==> config.mk <==
export PLATFORM = sky130hd
export DESIGN_NAME = goldbach_partition_finder_flat
export DESIGN_NICKNAME = d
export VERILOG_FILES = /design/src/sv/gpf_pkg.sv /design/src/sv/gpf_channels.sv /design/src/sv/gpf_divider.sv /design/src/sv/gpf_sequencer.sv /design/src/sv/gpf_datapath.sv /design/src/sv/goldbach_partition_finder.sv /design/src/flat_wrapper.sv
export SDC_FILE = /design/constraint.sdc
export NUM_CORES = 1
export LEC_CHECK = 0
export ABC_AREA = 1
export BUFFER_PORTS_ARGS = -buffer_cell sky130_fd_sc_hd__clkbuf_2
export CORE_AREA = 2 2 215 217
export DETAILED_ROUTE_END_ITERATION = 6
export DIE_AREA = 0 0 217 219
export GPL_TIMING_DRIVEN = 0
export HOLD_SLACK_MARGIN = 0.03
export PLACE_DENSITY_LB_ADDON = 0.25
export SYNTH_ARGS = -nofsm -noshare
export SYNTH_HDL_FRONTEND = slang
export SYNTH_SLANG_ARGS = --single-unit
==> constraint.sdc <==
create_clock -name clk -period 4.9 [get_ports clk]
set_clock_uncertainty 0.2 [all_clocks]
set_input_delay 0.245 -clock clk [delete_from_list [all_inputs] [get_ports clk]]
set_output_delay 0.245 -clock clk [all_outputs]
set_load 0.01 [all_outputs]
==> src/sv/gpf_pkg.sv <==
`default_nettype none
package gpf_pkg;

	localparam int unsigned NUMBER_BITS_DEF = 20;
	localparam int unsigned PC_BITS         = 4;

	typedef logic [PC_BITS-1:0] pc_t;

	// datapath operations selected by one control word
	typedef enum logic [3:0] {
		OP_NONE,
		OP_P_INIT,
		OP_LOAD_V_P,
		OP_LOAD_V_Q,
		OP_DIV_START,
		OP_D_INC,
		OP_P_NEXT,
		OP_SET_FOUND,
		OP_CLR_FOUND,
		OP_EMIT
	} op_t;

	// jump conditions; a jump not taken falls through to the next step
	typedef enum logic [3:0] {
		CD_NEVER,
		CD_ALWAYS,
		CD_NO_REQ,
		CD_BAD,
		CD_P_OVER,
		CD_SQ_OVER,
		CD_DIV_BUSY,
		CD_REM_ZERO,
		CD_SEL_LARGE,
		CD_OUT_BUSY
	} cond_t;

	typedef struct packed {
		logic  in_rdy;
		op_t   op;
		cond_t cond;
		pc_t   target;
	} ctrl_t;

	typedef struct packed {
		logic in_acc;
		logic bad;
		logic p_over;
		logic sq_over;
		logic div_busy;
		logic rem_zero;
		logic sel_large;
		logic out_busy;
	} status_t;

	localparam pc_t STEP_WAIT      = 4'd0;
	localparam pc_t STEP_CHECK     = 4'd1;
	localparam pc_t STEP_P_LOOP    = 4'd2;
	localparam pc_t STEP_TEST      = 4'd3;
	localparam pc_t STEP_DIV_WAIT  = 4'd4;
	localparam pc_t STEP_CHK_REM   = 4'd5;
	localparam pc_t STEP_NEXT_D    = 4'd6;
	localparam pc_t STEP_PRIME     = 4'd7;
	localparam pc_t STEP_TEST_Q    = 4'd8;
	localparam pc_t STEP_COMPOSITE = 4'd9;
	localparam pc_t STEP_FOUND     = 4'd10;
	localparam pc_t STEP_NOT_FOUND = 4'd11;
	localparam pc_t STEP_EMIT      = 4'd12;
	localparam pc_t STEP_DONE      = 4'd13;

	function automatic ctrl_t rom_word(input pc_t pc);
		ctrl_t w;
		w = '{in_rdy: 1'b0, op: OP_NONE, cond: CD_ALWAYS, target: STEP_WAIT};
		unique case (pc)
			STEP_WAIT:      w = '{1'b1, OP_NONE,      CD_NO_REQ,    STEP_WAIT};
			STEP_CHECK:     w = '{1'b0, OP_P_INIT,    CD_BAD,       STEP_WAIT};
			STEP_P_LOOP:    w = '{1'b0, OP_LOAD_V_P,  CD_P_OVER,    STEP_NOT_FOUND};
			STEP_TEST:      w = '{1'b0, OP_DIV_START, CD_SQ_OVER,   STEP_PRIME};
			STEP_DIV_WAIT:  w = '{1'b0, OP_NONE,      CD_DIV_BUSY,  STEP_DIV_WAIT};
			STEP_CHK_REM:   w = '{1'b0, OP_D_INC,     CD_REM_ZERO,  STEP_COMPOSITE};
			STEP_NEXT_D:    w = '{1'b0, OP_NONE,      CD_ALWAYS,    STEP_TEST};
			STEP_PRIME:     w = '{1'b0, OP_LOAD_V_Q,  CD_SEL_LARGE, STEP_FOUND};
			STEP_TEST_Q:    w = '{1'b0, OP_NONE,      CD_ALWAYS,    STEP_TEST};
			STEP_COMPOSITE: w = '{1'b0, OP_P_NEXT,    CD_ALWAYS,    STEP_P_LOOP};
			STEP_FOUND:     w = '{1'b0, OP_SET_FOUND, CD_ALWAYS,    STEP_EMIT};
			STEP_NOT_FOUND: w = '{1'b0, OP_CLR_FOUND, CD_NEVER,     STEP_WAIT};
			STEP_EMIT:      w = '{1'b0, OP_EMIT,      CD_OUT_BUSY,  STEP_EMIT};
			STEP_DONE:      w = '{1'b0, OP_NONE,      CD_ALWAYS,    STEP_WAIT};
			default:        w = '{1'b0, OP_NONE,      CD_ALWAYS,    STEP_WAIT};
		endcase
		return w;
	endfunction

endpackage
`default_nettype wire

==> src/sv/gpf_channels.sv <==
`default_nettype none
interface gpf_req_if #(
	parameter int unsigned NUMBER_BITS = gpf_pkg::NUMBER_BITS_DEF
);
	logic                   valid;
	logic                   ready;
	logic [NUMBER_BITS-1:0] number;

	modport source (output valid, output number, input ready);
	modport sink (input valid, input number, output ready);
endinterface

interface gpf_res_if #(
	parameter int unsigned NUMBER_BITS = gpf_pkg::NUMBER_BITS_DEF
);
	logic                   valid;
	logic                   ready;
	logic [NUMBER_BITS-1:0] number_echo;
	logic                   found;
	logic [NUMBER_BITS-2:0] small_prime;
	logic [NUMBER_BITS-1:0] large_prime;

	modport source (output valid, output number_echo, output found, output small_prime,
		output large_prime, input ready);
	modport sink (input valid, input number_echo, input found, input small_prime,
		input large_prime, output ready);
endinterface
`default_nettype wire

==> src/sv/gpf_divider.sv <==
`default_nettype none
module gpf_divider #(
	parameter int unsigned W = gpf_pkg::NUMBER_BITS_DEF
) (
	input  logic         clk,
	input  logic         arst_n,
	input  logic         start,
	input  logic [W-1:0] dividend,
	input  logic [W-1:0] divisor,
	output logic         busy,
	output logic [W-1:0] remainder
);
	localparam int unsigned CW = $clog2(W + 1);

	logic [W-1:0]  rem_q;
	logic [W-1:0]  dvd_q;
	logic [W-1:0]  dsr_q;
	logic [CW-1:0] cnt_q;
	logic          busy_q;
	logic [W:0]    trial;
	logic [W:0]    diff;

	// restoring remainder, one dividend bit per cycle
	assign trial = {rem_q, dvd_q[W-1]};
	assign diff  = trial - {1'b0, dsr_q};

	always_ff @(posedge clk or negedge arst_n) begin
		if (!arst_n) begin
			busy_q <= 1'b0;
			cnt_q  <= '0;
		end else if (start) begin
			busy_q <= 1'b1;
			cnt_q  <= CW'(W);
		end else if (busy_q) begin
			cnt_q <= cnt_q - 1'b1;
			if (cnt_q == CW'(1)) begin
				busy_q <= 1'b0;
			end
		end
	end

	always_ff @(posedge clk) begin
		if (start) begin
			rem_q <= '0;
			dvd_q <= dividend;
			dsr_q <= divisor;
		end else if (busy_q) begin
			rem_q <= diff[W] ? trial[W-1:0] : diff[W-1:0];
			dvd_q <= dvd_q << 1;
		end
	end

	assign busy      = busy_q;
	assign remainder = rem_q;
endmodule
`default_nettype wire

==> src/sv/gpf_sequencer.sv <==
`default_nettype none
module gpf_sequencer (
	input  logic             clk,
	input  logic             arst_n,
	input  gpf_pkg::status_t status,
	output gpf_pkg::ctrl_t   ctrl
);
	gpf_pkg::pc_t pc_q;
	gpf_pkg::pc_t pc_d;
	logic         take;

	always_ff @(posedge clk or negedge arst_n) begin
		if (!arst_n) begin
			pc_q <= gpf_pkg::STEP_WAIT;
		end else begin
			pc_q <= pc_d;
		end
	end

	always_comb begin
		ctrl = gpf_pkg::rom_word(pc_q);
		unique case (ctrl.cond)
			gpf_pkg::CD_NEVER:     take = 1'b0;
			gpf_pkg::CD_ALWAYS:    take = 1'b1;
			gpf_pkg::CD_NO_REQ:    take = !status.in_acc;
			gpf_pkg::CD_BAD:       take = status.bad;
			gpf_pkg::CD_P_OVER:    take = status.p_over;
			gpf_pkg::CD_SQ_OVER:   take = status.sq_over;
			gpf_pkg::CD_DIV_BUSY:  take = status.div_busy;
			gpf_pkg::CD_REM_ZERO:  take = status.rem_zero;
			gpf_pkg::CD_SEL_LARGE: take = status.sel_large;
			gpf_pkg::CD_OUT_BUSY:  take = status.out_busy;
			default:               take = 1'b1;
		endcase
		pc_d = take ? ctrl.target : pc_q + 1'b1;
	end
endmodule
`default_nettype wire

==> src/sv/gpf_datapath.sv <==
`default_nettype none
module gpf_datapath #(
	parameter int unsigned NUMBER_BITS = gpf_pkg::NUMBER_BITS_DEF
) (
	input  logic                   clk,
	input  logic                   arst_n,
	input  gpf_pkg::ctrl_t         ctrl,
	output gpf_pkg::status_t       status,
	input  logic                   in_valid,
	input  logic [NUMBER_BITS-1:0] in_number,
	input  logic                   out_ready,
	output logic                   out_valid,
	output logic [NUMBER_BITS-1:0] out_number_echo,
	output logic                   out_found,
	output logic [NUMBER_BITS-2:0] out_small_prime,
	output logic [NUMBER_BITS-1:0] out_large_prime
);
	localparam int unsigned N = NUMBER_BITS;

	logic         in_acc;
	logic [N-1:0] n_q;
	logic [N-1:0] p_q;
	logic [N-1:0] q_val;
	logic [N-1:0] v_q;
	logic [N-1:0] d_q;
	logic [N:0]   sq_q;
	logic         sel_q;
	logic         res_found_q;
	logic [N-2:0] res_small_q;
	logic [N-1:0] res_large_q;
	logic         out_valid_q;
	logic         out_found_q;
	logic [N-1:0] out_echo_q;
	logic [N-2:0] out_small_q;
	logic [N-1:0] out_large_q;
	logic         slot_free;
	logic         div_busy;
	logic [N-1:0] rem;

	assign in_acc    = in_valid && ctrl.in_rdy;
	assign q_val     = n_q - p_q;
	assign slot_free = !out_valid_q || out_ready;

	gpf_divider #(
		.W (N)
	) u_div (
		.clk       (clk),
		.arst_n    (arst_n),
		.start     (ctrl.op == gpf_pkg::OP_DIV_START),
		.dividend  (v_q),
		.divisor   (d_q),
		.busy      (div_busy),
		.remainder (rem)
	);

	always_ff @(posedge clk) begin
		if (in_acc) begin
			n_q <= in_number;
		end
		unique case (ctrl.op)
			gpf_pkg::OP_P_INIT: begin
				p_q <= N'(3);
			end
			gpf_pkg::OP_LOAD_V_P: begin
				v_q   <= p_q;
				d_q   <= N'(2);
				sq_q  <= (N + 1)'(4);
				sel_q <= 1'b0;
			end
			gpf_pkg::OP_LOAD_V_Q: begin
				v_q   <= q_val;
				d_q   <= N'(2);
				sq_q  <= (N + 1)'(4);
				sel_q <= 1'b1;
			end
			gpf_pkg::OP_D_INC: begin
				// (d+1)^2 = d^2 + 2d + 1
				sq_q <= sq_q + {d_q, 1'b1};
				d_q  <= d_q + 1'b1;
			end
			gpf_pkg::OP_P_NEXT: begin
				p_q <= p_q + N'(2);
			end
			gpf_pkg::OP_SET_FOUND: begin
				res_found_q <= 1'b1;
				res_small_q <= p_q[N-2:0];
				res_large_q <= q_val;
			end
			gpf_pkg::OP_CLR_FOUND: begin
				res_found_q <= 1'b0;
				res_small_q <= '0;
				res_large_q <= '0;
			end
			gpf_pkg::OP_EMIT: begin
				if (slot_free) begin
					out_echo_q  <= n_q;
					out_found_q <= res_found_q;
					out_small_q <= res_small_q;
					out_large_q <= res_large_q;
				end
			end
			default: begin
			end
		endcase
	end

	always_ff @(posedge clk or negedge arst_n) begin
		if (!arst_n) begin
			out_valid_q <= 1'b0;
		end else if (ctrl.op == gpf_pkg::OP_EMIT && slot_free) begin
			out_valid_q <= 1'b1;
		end else if (out_ready) begin
			out_valid_q <= 1'b0;
		end
	end

	always_comb begin
		status.in_acc    = in_acc;
		status.bad       = (n_q <= N'(4)) || n_q[0];
		status.p_over    = p_q > (n_q >> 1);
		status.sq_over   = sq_q > {1'b0, v_q};
		status.div_busy  = div_busy;
		status.rem_zero  = rem == '0;
		status.sel_large = sel_q;
		status.out_busy  = !slot_free;
	end

	assign out_valid       = out_valid_q;
	assign out_number_echo = out_echo_q;
	assign out_found       = out_found_q;
	assign out_small_prime = out_small_q;
	assign out_large_prime = out_large_q;
endmodule
`default_nettype wire

==> src/sv/goldbach_partition_finder.sv <==
`default_nettype none
// Splits an even number above four into two odd primes p + q with p <= q, reporting the
// pair with the smallest p (found = 1), or found = 0 with both primes zero when no pair
// exists; odd numbers and numbers of four or less give no result. A small microprogram
// steps odd p upward and tests p and then number - p by trial division with an iterative
// remainder unit that retires one dividend bit per cycle, so an item's run time grows
// with the total count of divisors tried over all candidates. Numbers are taken one at
// a time; the result sits in an output register, so the next number is accepted while
// the previous result waits.
module goldbach_partition_finder #(
	parameter int unsigned NUMBER_BITS = gpf_pkg::NUMBER_BITS_DEF
) (
	input logic       clk,
	input logic       arst_n,
	gpf_req_if.sink   req,
	gpf_res_if.source res
);
	gpf_pkg::ctrl_t   ctrl;
	gpf_pkg::status_t status;

	gpf_sequencer u_seq (
		.clk    (clk),
		.arst_n (arst_n),
		.status (status),
		.ctrl   (ctrl)
	);

	gpf_datapath #(
		.NUMBER_BITS (NUMBER_BITS)
	) u_dp (
		.clk             (clk),
		.arst_n          (arst_n),
		.ctrl            (ctrl),
		.status          (status),
		.in_valid        (req.valid),
		.in_number       (req.number),
		.out_ready       (res.ready),
		.out_valid       (res.valid),
		.out_number_echo (res.number_echo),
		.out_found       (res.found),
		.out_small_prime (res.small_prime),
		.out_large_prime (res.large_prime)
	);

	assign req.ready = ctrl.in_rdy;
endmodule
`default_nettype wire

==> src/flat_wrapper.sv <==
// flat-port wrapper written by rule: the top's interface ports become plain ports
module goldbach_partition_finder_flat 
#(
	parameter int unsigned NUMBER_BITS = gpf_pkg::NUMBER_BITS_DEF
)
  (clk, arst_n, req_valid, req_number, req_ready, res_valid, res_number_echo, res_found, res_small_prime, res_large_prime, res_ready);
  gpf_req_if #(.NUMBER_BITS(NUMBER_BITS)) req_i ();
  gpf_res_if #(.NUMBER_BITS(NUMBER_BITS)) res_i ();
  input logic clk;
  input logic arst_n;
  input wire logic [$bits(req_i.valid)-1:0] req_valid;
  input wire logic [$bits(req_i.number)-1:0] req_number;
  output wire logic [$bits(req_i.ready)-1:0] req_ready;
  output wire logic [$bits(res_i.valid)-1:0] res_valid;
  output wire logic [$bits(res_i.number_echo)-1:0] res_number_echo;
  output wire logic [$bits(res_i.found)-1:0] res_found;
  output wire logic [$bits(res_i.small_prime)-1:0] res_small_prime;
  output wire logic [$bits(res_i.large_prime)-1:0] res_large_prime;
  input wire logic [$bits(res_i.ready)-1:0] res_ready;
  assign req_i.valid = req_valid;
  assign req_i.number = req_number;
  assign req_ready = req_i.ready;
  assign res_valid = res_i.valid;
  assign res_number_echo = res_i.number_echo;
  assign res_found = res_i.found;
  assign res_small_prime = res_i.small_prime;
  assign res_large_prime = res_i.large_prime;
  assign res_i.ready = res_ready;
  goldbach_partition_finder #(.NUMBER_BITS(NUMBER_BITS)) u_core (.clk(clk), .arst_n(arst_n), .req(req_i), .res(res_i));
endmodule
==> flow_metrics.tcl <==
set metrics [dict create \
    fin_nets 2098 \
    period_needed_ps 3330 \
    cts_buffers 34 \
    tightest_slew_ps 830 \
    areaGrowthSynthToFinish_pct 16.5 \
    relSlewSlack_pct 44.6 \
    yosys_warnings 0 \
    async_flop_share_pct 4.04 \
    avgViaCountPerCell 4.87 \
    path_class "reg2reg" \
    cp-end-kind "flip-flop" \
    final.setup.tns_ps 0 \
    post_dp_cell_area_um2 17000 \
    hold_viol_final 0 \
    antenna_found_initial 0 \
    design.core.area_um2 45100 \
    netlist_area_um2 15700 \
    synth_ff_type "edfxtp_1" \
    antenna_cells 0 \
    fmax_mhz 300 \
    clk_pin_slew_worst_paths_ps 50 \
    peakVddDrop_v 0.000314 \
    rsz0062_at_grt "false" \
    post-route-util_pct 40.6 \
    final_max_slew_viol_count 0 \
    vias 12600 \
    synth-seq-area-share_pct 50.4 \
    power.total_w 0.0145 \
    ys_seq_elements 272 \
    die_area_um2 47500 \
    cts_tree "built" \
    reg2reg_depth 11 \
    wl_per_cell_um 16.4 \
    io_pins 86 \
    ant_nets 0 \
    slowest_delay_ps 460 \
    h-tree-depth 2 \
    status "complete, no violations" \
    path_max_fanout 23 \
    fin_hold_ws_ps 162 \
    ff2ff_setup_slack_ps 1570 \
    dpl.hpwl_mm 33.1 \
    grt_pass1_vias 12300 \
    reg2reg_from "u_core.u_seq.pc_q[1]$_DFFE_PN0P_" \
    min_period_over_period_pct 68.0 \
    ys_types 45 \
    grt_overflow 0 \
    min_from "req_valid" \
    ctsRootBufferMaster "clkbuf_16" \
    crit_slowest_cell "dfrtp_1" \
    gp_congestion 0.930 \
    synthCells 1816 \
    crit_arrival_ps 3360 \
    route.final.wire_length_mm 42.4 \
    drive_above_1_share_pct 9.80 \
    finalSetupViolations 0 \
    post_cts_resized 0 \
    post_cts_buffers 0 \
    clk_latency_ps 550 \
    synth-edff-count 241 \
    port-buffer-count 85 \
    hold_depth 9 \
    die_h_um 219 \
    clockBufferDepth 3 \
    timing.rr.end "u_core.u_dp.d_q[7]$_SDFFCE_PN0P_" \
    fp.dieW_um 217 \
    drtIter0Drc 1050 \
    crit_required_ps 4930 \
    crit_chain "inv_1 > ha_1 > nand3_1 > nand3_2 > inv_2 > nand2_1 > nor2_2 > inv_2 > buf_2 > nand2_2 > buf_16" \
    synth_largest_area_cell "edfxtp_1" \
    crit_path_frequent_cell "inv_2" \
    ys_top_cells_by_area "edfxtp_1 (46%), nand2_1 (11%), ha_1 (8.5%)" \
    row_count 78 \
    clock-sinks 272 \
    power.leakage_nw 8.29 \
    grt_max_degree 35 \
    synth_nets 1950 \
    holdPathEnd "u_core.u_seq.pc_q[1]$_DFFE_PN0P_" \
    grt_pass1_wl_mm 66.8 \
    avgSynthCellArea_um2 8.65 \
    grtUsageTotal_pct 18.0 \
    start_util_pct 34.8 \
    nFillCells 4543 \
    startpoint_type "flip-flop" \
    first_pass_iters 5 \
    route.detailed.drc 0 \
    yosys.area.top_type_share_pct 46.1 \
    final_area_um2 18300 \
    min_path_type "in2reg" \
    drv_cap 0 \
    p_per_area_nw_per_um2 794 \
]
power breakdown:
| group | total, W | internal, W | switching (W) |
|---|---|---|---|
| Clock | 0.00242 | 0.00143 | 0.000991 |
| Combinational | 0.00760 | 0.00248 | 0.00512 |
| Sequential | 0.00450 | 0.00382 | 0.000674 |
placed cells by master (no fill, tap or decap), types with 11 or more instances in the layout:
| cell | netlist | final |
|---|---|---|
| nand2_1 | 479 | 478 |
| inv_1 | 272 | 272 |
| edfxtp_1 | 241 | 241 |
| nor2_1 | 184 | 183 |
| nand3_1 | 118 | 118 |
| ha_1 | 107 | 107 |
| a21oi_1 | 99 | 99 |
| clkbuf_2 | 0 | 85 |
| o21ai_0 | 76 | 76 |
| clkbuf_16 | 0 | 34 |
| nand4_1 | 30 | 30 |
| nor3_1 | 23 | 23 |
| dlygate4sd3_1 | 0 | 23 |
| dfxtp_1 | 20 | 20 |
| o21ai_1 | 18 | 18 |
| xor2_1 | 18 | 18 |
| xnor2_1 | 15 | 15 |
| clkbuf_1 | 2 | 13 |
| inv_2 | 12 | 12 |
| dfrtp_1 | 11 | 11 |
flip-flops by register name, indices dropped and copies added (netlist names):
| name | count |
|---|---|
| u_core.u_dp.u_div.remainder | 20 |
| u_core.u_dp.out_small_prime | 19 |
| u_core.u_dp.out_found | 1 |
| u_core.u_dp.n_q | 20 |
| u_core.u_dp.u_div.busy | 1 |
| u_core.u_dp.sq_q | 21 |
| u_core.u_dp.out_number_echo | 20 |
| u_core.u_dp.p_q | 19 |
| u_core.u_dp.v_q | 20 |
| u_core.u_dp.res_found_q | 1 |
| u_core.u_dp.out_valid | 1 |
| u_core.u_dp.u_div.dvd_q | 20 |
| u_core.u_dp.res_large_q | 20 |
| u_core.u_seq.pc_q | 4 |
| u_core.u_dp.sel_q | 1 |
| u_core.u_dp.d_q | 20 |
| u_core.u_dp.res_small_q | 19 |
| u_core.u_dp.out_large_prime | 20 |
| u_core.u_dp.u_div.cnt_q | 5 |
| u_core.u_dp.u_div.dsr_q | 20 |
repair_timing:
item,in CTS,in global routing
hold buffers,23,0
hold endpoints to repair,32,0
setup endpoints to repair,0,0
area by class of cell:
type | instances | area [µm²] | area share [%]
inverter | 285 | 1070 | 5.86
sequential | 272 | 7910 | 43.3
tap | 600 | 751 | 4.11
clock inverter | 15 | 144 | 0.787
clock buffer | 47 | 920 | 5.03
buffer | 25 | 188 | 1.03
timing repair buffer | 112 | 746 | 4.08
multi-input combinational | 1234 | 6560 | 35.8
logic make-up after synthesis:
family,Yosys count,share of synthesized area [%]
and+or+nand+nor,868,23.2
adders and majority gates,110,8.91
DFF,272,50.4
xor gates and xnor gates,33,1.84
buffers and inverters,310,8.02
AOI/OAI and AO/OA,223,7.68
critical path: cells and delay by family, from the launching register on:
family	cells	cell delay, ps
and+or+nand+nor	5	1110
buffers and inverters	5	870
DFF	1	460
adders and majority gates	1	340
how the worst max path moves through the flow:
stage,startpoint,endpoint,slack [ps],cells after the start
2_1_floorplan,u_core.u_seq.pc_q[1]$_DFFE_PN0P_,u_core.u_dp.res_found_q$_DFFE_PP_,20,6
3_3_place_gp,u_core.u_seq.pc_q[1]$_DFFE_PN0P_,u_core.u_dp.res_small_q[10]$_SDFFCE_PP0P_,-1790,6
3_5_place_dp,u_core.u_seq.pc_q[1]$_DFFE_PN0P_,u_core.u_dp.d_q[7]$_SDFFCE_PN0P_,1570,11
4_1_cts,u_core.u_seq.pc_q[1]$_DFFE_PN0P_,u_core.u_dp.d_q[9]$_SDFFCE_PN0P_,1550,11
5_1_grt,u_core.u_seq.pc_q[1]$_DFFE_PN0P_,u_core.u_dp.sq_q[20]$_SDFFCE_PN0P_,1330,11
6_report,u_core.u_seq.pc_q[1]$_DFFE_PN0P_,u_core.u_dp.d_q[7]$_SDFFCE_PN0P_,1570,11
layer usage:
metal  vias to the layer above  track usage [%]  share of wire [%]
li1                       6338                -                  -
met1                      5888             25.0                 47
met2                       324             28.6                 44
met3                        73             3.26                5.5
met4                         0             5.80                2.7
met5                         -                0                  0
synthesized netlist by cell type, types with 4 or more instances:
library cell  number
nand2_1          479
inv_1            272
edfxtp_1         241
nor2_1           184
nand3_1          118
ha_1             107
a21oi_1           99
o21ai_0           76
nand4_1           30
nor3_1            23
dfxtp_1           20
o21ai_1           18
xor2_1            18
xnor2_1           15
inv_2             12
dfrtp_1           11
buf_4              9
nor4_1             9
buf_6              7
buf_2              6
nand3b_1           5
nor2_2             5
o21ai_2            5
a21boi_0           4
nand2_2            4
o21a_1             4
o21bai_1           4
stage by stage:
| stage | std cells | worst slack (ps) |
|---|---|---|
| finish | 2590 | 1570 |
| global route | 2590 | 1330 |
| CTS | 2590 | 1550 |
| detailed placement | 2505 | 1570 |
| global placement | 2501 | -1790 |
| floorplan | 1816 | 22.7 |
Power figures use the tool's default switching activity.
